`src/uer_pkg.sv`:
```
// uer_pkg: shared types and constants for the ultrasonic echo ranger
// no dependencies; imported by every module of the block
`default_nettype none

package uer_pkg;

  localparam int unsigned SENSORS_DEF = 7;

  localparam int unsigned CHAN_W  = 3;
  localparam int unsigned COUNT_W = 16;
  localparam int unsigned PULSE_W = 8;
  localparam int unsigned DIST_W  = 13;
  localparam int unsigned APB_AW  = 3;
  localparam int unsigned APB_DW  = 32;

  localparam logic [COUNT_W-1:0] TIMEOUT_RESET = 16'd1300;
  localparam logic [PULSE_W-1:0] TRIGGER_RESET = 8'd2;
  localparam logic [COUNT_W-1:0] COUNT_MAX     = 16'hFFFF;

  // register index, taken from paddr[2]
  localparam logic REG_TIMEOUT = 1'b0;
  localparam logic REG_TRIGGER = 1'b1;

  // floor(y / 25) = (y * DIV25_MUL) >> DIV25_SHIFT, exact for y < 2**18
  localparam int unsigned        DIV_IN_W    = 18;
  localparam int unsigned        DIV25_W     = 19;
  localparam int unsigned        DIV25_SHIFT = 23;
  localparam logic [DIV25_W-1:0] DIV25_MUL   = 19'd335545;

  typedef enum logic [3:0] {
    PH_IDLE  = 4'b0001,
    PH_TRIG  = 4'b0010,
    PH_WAIT  = 4'b0100,
    PH_COUNT = 4'b1000
  } phase_t;

  typedef struct packed {
    logic [COUNT_W-1:0] timeout_limit;
    logic [PULSE_W-1:0] trigger_ticks;
  } cfg_t;

  typedef struct packed {
    logic busy;
    logic done;
    logic timed_out;
  } status_t;

endpackage : uer_pkg

`default_nettype wire

```
`src/ultrasonic_echo_ranger.sv`:
```
// ultrasonic_echo_ranger: top level of the multi-channel ultrasonic ranger
// depends on uer_pkg, uer_cfg, uer_ctrl and uer_dist
//
// usage
//   - every input transfer is one timer tick: start request, channel number
//     and the sampled echo line levels; every tick yields exactly one output
//     transfer with trigger line levels, busy, done, distance and timed out
//   - a start from idle drives the chosen trigger line for trigger_ticks ticks,
//     then waits for that echo to rise and counts ticks while it stays high;
//     done pulses for one result with distance = count*170/2000
//   - pipeline: each result passes the input register, the control stage
//     and the distance/output register
//   - throughput: one transfer per cycle; the control state updates once per
//     accepted tick in a single stage, the distance uses one 18x19 multiply
//   - receiver stall: ready is combinational through all three stages; empty
//     stages keep taking ticks until all hold one, then in_ready = out_ready
//   - reset (synchronous, rst_n low): idle phase, counters cleared, pipeline
//     empty, timeout_limit = 1300, trigger_ticks = 2
//   - config: apb-style, timeout_limit at 0x0, trigger_ticks at 0x4;
//     write only while no ticks are in flight
`default_nettype none

module ultrasonic_echo_ranger
  import uer_pkg::*;
#(
  parameter int unsigned SENSORS = SENSORS_DEF
) (
  input  wire logic               clk,
  input  wire logic               rst_n,
  // configuration port
  input  wire logic               psel,
  input  wire logic               penable,
  input  wire logic               pwrite,
  input  wire logic [APB_AW-1:0]  paddr,
  input  wire logic [APB_DW-1:0]  pwdata,
  output      logic [APB_DW-1:0]  prdata,
  output      logic               pready,
  // tick input channel
  input  wire logic               in_valid,
  output      logic               in_ready,
  input  wire logic               in_start_req,
  input  wire logic [CHAN_W-1:0]  in_channel,
  input  wire logic [SENSORS-1:0] in_echo_lines,
  // result channel
  output      logic               out_valid,
  input  wire logic               out_ready,
  output      logic [SENSORS-1:0] out_trigger_lines,
  output      logic               out_busy_res,
  output      logic               out_done_res,
  output      logic [DIST_W-1:0]  out_distance,
  output      logic               out_timed_out
);

  cfg_t cfg;

  // input register stage
  logic               a_valid_r;
  logic               a_start_r;
  logic [CHAN_W-1:0]  a_channel_r;
  logic [SENSORS-1:0] a_echo_r;
  logic               a_ready;
  logic               in_take;

  // control stage to distance stage
  logic               b_valid;
  logic               b_ready;
  logic [SENSORS-1:0] b_trigger;
  status_t            b_status;
  logic [COUNT_W-1:0] b_count;

  status_t            out_status;

  uer_cfg u_cfg (
    .clk     (clk),
    .rst_n   (rst_n),
    .psel    (psel),
    .penable (penable),
    .pwrite  (pwrite),
    .paddr   (paddr),
    .pwdata  (pwdata),
    .prdata  (prdata),
    .pready  (pready),
    .cfg     (cfg)
  );

  // input stage takes a tick whenever it is empty or draining this cycle
  assign in_ready = !a_valid_r || a_ready;
  assign in_take  = in_valid && in_ready;

  always_ff @(posedge clk) begin
    if (!rst_n) begin
      a_valid_r <= 1'b0;
    end else if (in_ready) begin
      a_valid_r <= in_valid;
    end
  end

  // payload only, no reset needed
  always_ff @(posedge clk) begin
    if (in_take) begin
      a_start_r   <= in_start_req;
      a_channel_r <= in_channel;
      a_echo_r    <= in_echo_lines;
    end
  end

  // phase machine: idle -> trigger -> wait for echo -> counting -> idle
  uer_ctrl #(
    .SENSORS (SENSORS)
  ) u_ctrl (
    .clk          (clk),
    .rst_n        (rst_n),
    .cfg          (cfg),
    .s_valid      (a_valid_r),
    .s_ready      (a_ready),
    .s_start_req  (a_start_r),
    .s_channel    (a_channel_r),
    .s_echo_lines (a_echo_r),
    .m_valid      (b_valid),
    .m_ready      (b_ready),
    .m_trigger    (b_trigger),
    .m_status     (b_status),
    .m_count      (b_count)
  );

  // distance conversion feeds the output register directly
  uer_dist #(
    .SENSORS (SENSORS)
  ) u_dist (
    .clk        (clk),
    .rst_n      (rst_n),
    .s_valid    (b_valid),
    .s_ready    (b_ready),
    .s_trigger  (b_trigger),
    .s_status   (b_status),
    .s_count    (b_count),
    .m_valid    (out_valid),
    .m_ready    (out_ready),
    .m_trigger  (out_trigger_lines),
    .m_status   (out_status),
    .m_distance (out_distance)
  );

  assign out_busy_res  = out_status.busy;
  assign out_done_res  = out_status.done;
  assign out_timed_out = out_status.timed_out;

endmodule : ultrasonic_echo_ranger

`default_nettype wire

```
`src/uer_cfg.sv`:
```
// uer_cfg: apb-style register file holding timeout limit and trigger width
// depends on uer_pkg
`default_nettype none

module uer_cfg
  import uer_pkg::*;
(
  input  wire logic              clk,
  input  wire logic              rst_n,
  input  wire logic              psel,
  input  wire logic              penable,
  input  wire logic              pwrite,
  input  wire logic [APB_AW-1:0] paddr,
  input  wire logic [APB_DW-1:0] pwdata,
  output      logic [APB_DW-1:0] prdata,
  output      logic              pready,
  output      cfg_t              cfg
);

  logic [COUNT_W-1:0] timeout_limit_r;
  logic [PULSE_W-1:0] trigger_ticks_r;
  logic               wr_en;
  logic               reg_sel;

  assign pready  = 1'b1;
  assign reg_sel = paddr[2];
  assign wr_en   = psel && penable && pwrite && pready;

  always_ff @(posedge clk) begin
    if (!rst_n) begin
      timeout_limit_r <= TIMEOUT_RESET;
      trigger_ticks_r <= TRIGGER_RESET;
    end else if (wr_en) begin
      unique case (reg_sel)
        REG_TIMEOUT: timeout_limit_r <= pwdata[COUNT_W-1:0];
        REG_TRIGGER: trigger_ticks_r <= pwdata[PULSE_W-1:0];
        default: ;
      endcase
    end
  end

  always_comb begin
    unique case (reg_sel)
      REG_TIMEOUT: prdata = {{(APB_DW-COUNT_W){1'b0}}, timeout_limit_r};
      REG_TRIGGER: prdata = {{(APB_DW-PULSE_W){1'b0}}, trigger_ticks_r};
      default:     prdata = '0;
    endcase
  end

  assign cfg.timeout_limit = timeout_limit_r;
  assign cfg.trigger_ticks = trigger_ticks_r;

endmodule : uer_cfg

`default_nettype wire

```
`src/uer_ctrl.sv`:
```
// uer_ctrl: per-tick measurement state machine and control result stage
// depends on uer_pkg
`default_nettype none

module uer_ctrl
  import uer_pkg::*;
#(
  parameter int unsigned SENSORS = SENSORS_DEF
) (
  input  wire logic               clk,
  input  wire logic               rst_n,
  input  wire cfg_t               cfg,
  input  wire logic               s_valid,
  output      logic               s_ready,
  input  wire logic               s_start_req,
  input  wire logic [CHAN_W-1:0]  s_channel,
  input  wire logic [SENSORS-1:0] s_echo_lines,
  output      logic               m_valid,
  input  wire logic               m_ready,
  output      logic [SENSORS-1:0] m_trigger,
  output      status_t            m_status,
  output      logic [COUNT_W-1:0] m_count
);

  localparam int unsigned SEL_W = (SENSORS > 1) ? $clog2(SENSORS) : 1;

  phase_t             phase_r, phase_nxt;
  logic [SEL_W-1:0]   sensor_r, sensor_nxt;
  logic [COUNT_W-1:0] count_r, count_nxt;
  logic [PULSE_W-1:0] pulse_r, pulse_nxt;

  logic               valid_r;
  logic [SENSORS-1:0] trig_r, trig_nxt;
  status_t            status_r, status_nxt;
  logic [COUNT_W-1:0] dcount_r, dcount_nxt;

  logic               take;
  logic [PULSE_W-1:0] width;
  logic               echo;
  logic               chan_ok;
  logic               over;

  assign s_ready = !valid_r || m_ready;
  assign take    = s_valid && s_ready;

  assign width   = (cfg.trigger_ticks == '0) ? PULSE_W'(1) : cfg.trigger_ticks;
  assign echo    = s_echo_lines[sensor_r];
  assign chan_ok = ({1'b0, s_channel} < (CHAN_W+1)'(SENSORS));
  assign over    = count_r > cfg.timeout_limit;

  always_comb begin
    phase_nxt  = phase_r;
    sensor_nxt = sensor_r;
    count_nxt  = count_r;
    pulse_nxt  = pulse_r;
    trig_nxt   = '0;
    status_nxt = '0;
    dcount_nxt = '0;
    unique case (phase_r)
      PH_IDLE: begin
        if (s_start_req && chan_ok) begin
          sensor_nxt = s_channel[SEL_W-1:0];
          pulse_nxt  = PULSE_W'(1);
          count_nxt  = '0;
          phase_nxt  = PH_TRIG;
          trig_nxt   = SENSORS'(1) << s_channel[SEL_W-1:0];
        end
      end
      PH_TRIG: begin
        if (pulse_r >= width) begin
          pulse_nxt = '0;
          phase_nxt = PH_WAIT;
        end else begin
          pulse_nxt = pulse_r + PULSE_W'(1);
          trig_nxt  = SENSORS'(1) << sensor_r;
        end
      end
      PH_WAIT: begin
        if (echo) begin
          count_nxt = '0;
          phase_nxt = PH_COUNT;
        end
      end
      PH_COUNT: begin
        if (over || !echo) begin
          status_nxt.timed_out = over;
          status_nxt.done      = 1'b1;
          dcount_nxt           = count_r;
          count_nxt            = '0;
          phase_nxt            = PH_IDLE;
        end else if (count_r != COUNT_MAX) begin
          count_nxt = count_r + COUNT_W'(1);
        end
      end
      default: phase_nxt = PH_IDLE;
    endcase
    status_nxt.busy = (phase_nxt != PH_IDLE);
  end

  always_ff @(posedge clk) begin
    if (!rst_n) begin
      phase_r  <= PH_IDLE;
      sensor_r <= '0;
      count_r  <= '0;
      pulse_r  <= '0;
      valid_r  <= 1'b0;
    end else begin
      if (take) begin
        phase_r  <= phase_nxt;
        sensor_r <= sensor_nxt;
        count_r  <= count_nxt;
        pulse_r  <= pulse_nxt;
      end
      if (s_ready) begin
        valid_r <= s_valid;
      end
    end
  end

  always_ff @(posedge clk) begin
    if (take) begin
      trig_r   <= trig_nxt;
      status_r <= status_nxt;
      dcount_r <= dcount_nxt;
    end
  end

  assign m_valid   = valid_r;
  assign m_trigger = trig_r;
  assign m_status  = status_r;
  assign m_count   = dcount_r;

endmodule : uer_ctrl

`default_nettype wire

```
`src/uer_dist.sv`:
```
// uer_dist: converts the echo count to distance and holds the output register
// depends on uer_pkg
`default_nettype none

module uer_dist
  import uer_pkg::*;
#(
  parameter int unsigned SENSORS = SENSORS_DEF
) (
  input  wire logic               clk,
  input  wire logic               rst_n,
  input  wire logic               s_valid,
  output      logic               s_ready,
  input  wire logic [SENSORS-1:0] s_trigger,
  input  wire status_t            s_status,
  input  wire logic [COUNT_W-1:0] s_count,
  output      logic               m_valid,
  input  wire logic               m_ready,
  output      logic [SENSORS-1:0] m_trigger,
  output      status_t            m_status,
  output      logic [DIST_W-1:0]  m_distance
);

  localparam int unsigned X_W    = COUNT_W + 5;
  localparam int unsigned PROD_W = DIV_IN_W + DIV25_W;

  logic               valid_r;
  logic [SENSORS-1:0] trig_r;
  status_t            status_r;
  logic [DIST_W-1:0]  dist_r;

  logic [X_W-1:0]      x17;
  logic [DIV_IN_W-1:0] x_div8;
  logic [PROD_W-1:0]   prod;
  logic [DIST_W-1:0]   dist_nxt;
  logic                take;

  // count*170/2000 = floor(floor(count*17/8)/25)
  assign x17      = (X_W'(s_count) << 4) + X_W'(s_count);
  assign x_div8   = x17[X_W-1:3];
  assign prod     = PROD_W'(x_div8) * PROD_W'(DIV25_MUL);
  assign dist_nxt = prod[DIV25_SHIFT +: DIST_W];

  assign s_ready = !valid_r || m_ready;
  assign take    = s_valid && s_ready;

  always_ff @(posedge clk) begin
    if (!rst_n) begin
      valid_r <= 1'b0;
    end else if (s_ready) begin
      valid_r <= s_valid;
    end
  end

  always_ff @(posedge clk) begin
    if (take) begin
      trig_r   <= s_trigger;
      status_r <= s_status;
      dist_r   <= dist_nxt;
    end
  end

  assign m_valid    = valid_r;
  assign m_trigger  = trig_r;
  assign m_status   = status_r;
  assign m_distance = dist_r;

endmodule : uer_dist

`default_nettype wire

```
`config.mk`:
```
export PLATFORM = sky130hd
export DESIGN_NAME = ultrasonic_echo_ranger
export DESIGN_NICKNAME = d
export VERILOG_FILES = /design/src/uer_pkg.sv /design/src/ultrasonic_echo_ranger.sv /design/src/uer_cfg.sv /design/src/uer_ctrl.sv /design/src/uer_dist.sv
export SDC_FILE = /design/constraint.sdc
export NUM_CORES = 1
export LEC_CHECK = 0
export ABC_AREA = 1
export BUFFER_PORTS_ARGS = -buffer_cell sky130_fd_sc_hd__buf_2
export CORE_AREA = 2 2 209 211
export DETAILED_ROUTE_END_ITERATION = 7
export DIE_AREA = 0 0 211 213
export PLACE_DENSITY_LB_ADDON = 0.1
export SYNTH_ARGS = -nofsm -noshare
export SYNTH_HDL_FRONTEND = slang
export SYNTH_SLANG_ARGS = --single-unit
```
`constraint.sdc`:
```
create_clock -name clk -period 7.1 [get_ports clk]
set_input_delay 1.775 -clock clk [delete_from_list [all_inputs] [get_ports clk]]
set_output_delay 1.775 -clock clk [all_outputs]
set_load 0.005 [all_outputs]
```
==> metrics.txt <==
outcome=complete, no violations; DP HPWL=29080 um; register area share after synthesis=0.2337; Initial Util=0.2969; Placed Cells=2178; CTS Buf Count=17; Avg Vias per Cell=4.476; first-pass GRT wire length=53480 um; initial antenna violation count=0; start point of the worst hold path=u_ctrl.m_trigger[6]; Async SR Flop Fraction=0; Ports=111; Setup Skew=0.009036 ns; # diodes=0; WS Path Type=reg -> reg; worst-path fanout max=4; pin count of the biggest net entering global routing=31; die width=211 um; CTS tree=yes; number of global-route vias before repair=10030; count leader, synth=inv_1; Antenna Violating Nets Remaining=0; via count=9910; Min Clock Period, post-route=6.721 ns; Worst Tran Pin Value=1.001 ns; gr usage total=0.1563; Reg clk slew, reported paths=0.06 ns; Pwr per Cell Area=327.3 nW/um^2; clk_lat worst skew=0.43 ns; layout cell share with drive strength beyond 1=0.1685; Worst R2R Path Depth=27; Final Max Slew Viols=0; dominant cells by area after synthesis=fa_1 18%, ha_1 18%, edfxtp_1 14%, inv_1 10%, dfxtp_1 9.2%; fin cells=2214; Synth cell types=49; post-synth design cell area=12680 um^2; core box area=42700 um^2; Hold Crit Depth=0; post-route setup TNS=0 ns; Area Growth Syn to Fin=18.20%; Tcrit/Tclk final=0.9467; Hold Vio Cnt, Final=0; Setup crit start kind=register; Critical Path RT=7.28 ns; Leak=7.325 nW; DRC=0; H-tree depth=4; die height=213 um; Design Power=4.904 mW; clock tree buffer depth=2; hold_buf cts=0; Die Area=44940 um^2; leading area contributor after synthesis=fa_1; global route overflow=0; met2 usage=0.2887; Hold/Removal Path Class=reg -> reg; most frequent cells after synthesis=337 x inv_1, 236 x nand2_1, 185 x ha_1; reg2reg end=u_dist.m_distance[12]; met3 GRT Util=0.01853; final setup violation count=0; num rows=76; final net count=2010; Post-Syn Instances=1514; Mapped Avg Cell Area=8.373 um^2; synthesized flop and latch total=118; share of the synthesized area in the top cell type=0.1848; Setup crit end kind=register; Critical R2R Launch=u_ctrl.m_count[7]; Max transition margin=0.3310; GRT Max-Usage Layer=met2; Worst VDD drop=0.2919 mV; Hold WS=0.4137 ns; total of max-cap violations=0; Worst setup startpoint=u_ctrl.m_count[7]; Max Freq=148.8 MHz; Iter 0 DRT Violations=328; PortBufs=75; met1 usage=0.1905; WHS Endpoint=u_dist.m_trigger[6]; FF-to-FF setup slack=0.38 ns; crit path DAT=6.90 ns; YS warnings=0; Root Buffer=clkbuf_16; wire length per cell=15.40 um; Pre-antenna DRT Iters=4; ys flop type=edfxtp_1; # clock sinks=118; routed wire length=34110 um; GP Congestion=0.8481; EDFF count, synth=60; fin util=0.3510
## per-stage QoR
stage,area (um^2),worst slack (ns)
2_1_floorplan,12730,0.3002
3_3_place_gp,14060,-0.05445
3_5_place_dp,14060,-0.1183
4_1_cts,14670,0.01125
5_1_grt,14980,-0.02722
6_report,14980,0.3787
## placed cells by master, fill, tap and decap left out, drive strengths merged
cell type and n:
a211oi 6, nor2 100, edfxtp 60, clkbuf 17, a21oi 100, a31o 2, fa 117, xor2 24
a41o 1, xnor2 8, o21bai 7, bufinv 2, dfxtp 58, inv 353, nor3 35, nand2 252
o211ai 1, or2 3, o21ai 68, a21o 5, conb 17, clkinv 5, o21a 1, nand3b 2
o32ai 2, nand4 9, o31ai 1, a21boi 2, a31oi 6, clkinvlp 3, ha 185, nand3 65
and3 1, o22ai 2, nor4 6, buf 142
## layer usage
| layer | part of all wire | wire length [um] |
|---|---|---|
| met3 | 0.021 | 712 |
| met1 | 0.43 | 14810 |
| met5 | 0 | 0 |
| met4 | 0.017 | 570 |
| met2 | 0.53 | 18020 |
## cell families after synthesis
logic type,after synthesis,synth area share
buffers and inverters,383,0.1201
AND/OR/NAND/NOR,473,0.1639
other,2,0.0005924
XOR/XNOR,32,0.02211
adder cells (fa/ha/maj),302,0.3674
flip-flops,118,0.2337
AO/OA/AOI/OAI,204,0.09219
## worst max-delay path: stages, from the launching register on
cell and delay [ns]:
edfxtp_1 0.46, ha_1 0.40, a21oi_1 0.19, a21boi_1 0.21, o21ai_2 0.09, a21boi_2 0.19, xor2_1 0.22, inv_1 0.15
fa_1 0.60, fa_1 0.44, fa_1 0.52, fa_1 0.45, fa_1 0.55, inv_1 0.06, fa_1 0.53, inv_1 0.06
ha_4 0.24, nand2_1 0.07, nand2_2 0.08, a31oi_4 0.23, o21ai_2 0.08, nand2_1 0.06, nand2_1 0.08, a31oi_4 0.17
buf_4 0.15, inv_1 0.04, nand2_1 0.05, nand2_1 0.08
## power breakdown
group | internal [mW] | switching, mW | total (mW) | leakage [nW]
clock | 0.525 | 0.357 | 0.883 | 0.285
combinational | 1.32 | 1.90 | 3.22 | 5.99
sequential | 0.784 | 0.0163 | 0.800 | 1.05
total | 2.63 | 2.28 | 4.90 | 7.33
## sequential cells by signal, indices dropped and copies added, names as in the netlist, 3 cells and up
register,flops
u_ctrl.count_r,16
u_ctrl.phase_r,4
u_ctrl.m_status,3
u_ctrl.sensor_r,3
u_dist.m_status,3
u_dist.m_trigger,7
u_dist.m_distance,13
u_cfg.trigger_ticks_r,8
a_channel_r,3
u_cfg.timeout_limit_r,16
a_echo_r,7
u_ctrl.m_count,16
u_ctrl.pulse_r,8
u_ctrl.m_trigger,7
## area by class of cell
class | instances | area (um^2)
Sequential cell | 118 | 2963
Inverter | 348 | 1306
Timing Repair Buffer | 142 | 882.1
Fill cell | 4550 | 27710
Clock buffer | 17 | 425.4
Clock inverter | 15 | 171.4
Tap cell | 546 | 683.2
Multi-Input combinational cell | 1028 | 8553
## how the worst max path moves through the flow
stage | end | slack, ns | cells past startpoint
floorplan | u_dist.m_distance[10] | 0.30 | 30
global placement | u_dist.m_distance[12] | -0.05 | 35
detailed placement | u_dist.m_distance[12] | -0.12 | 35
CTS | u_dist.m_distance[11] | 0.01 | 31
global route | u_dist.m_distance[8] | -0.03 | 35
finish | u_dist.m_distance[12] | 0.38 | 27
## what timing repair did
item                       CTS  global route
gates resized for setup      3            61
hold endpoints to repair     0             0
buffers inserted             0             4
setup endpoints to repair    4            13
pin swaps                    0            26
(Power assumes the default switching activity.)
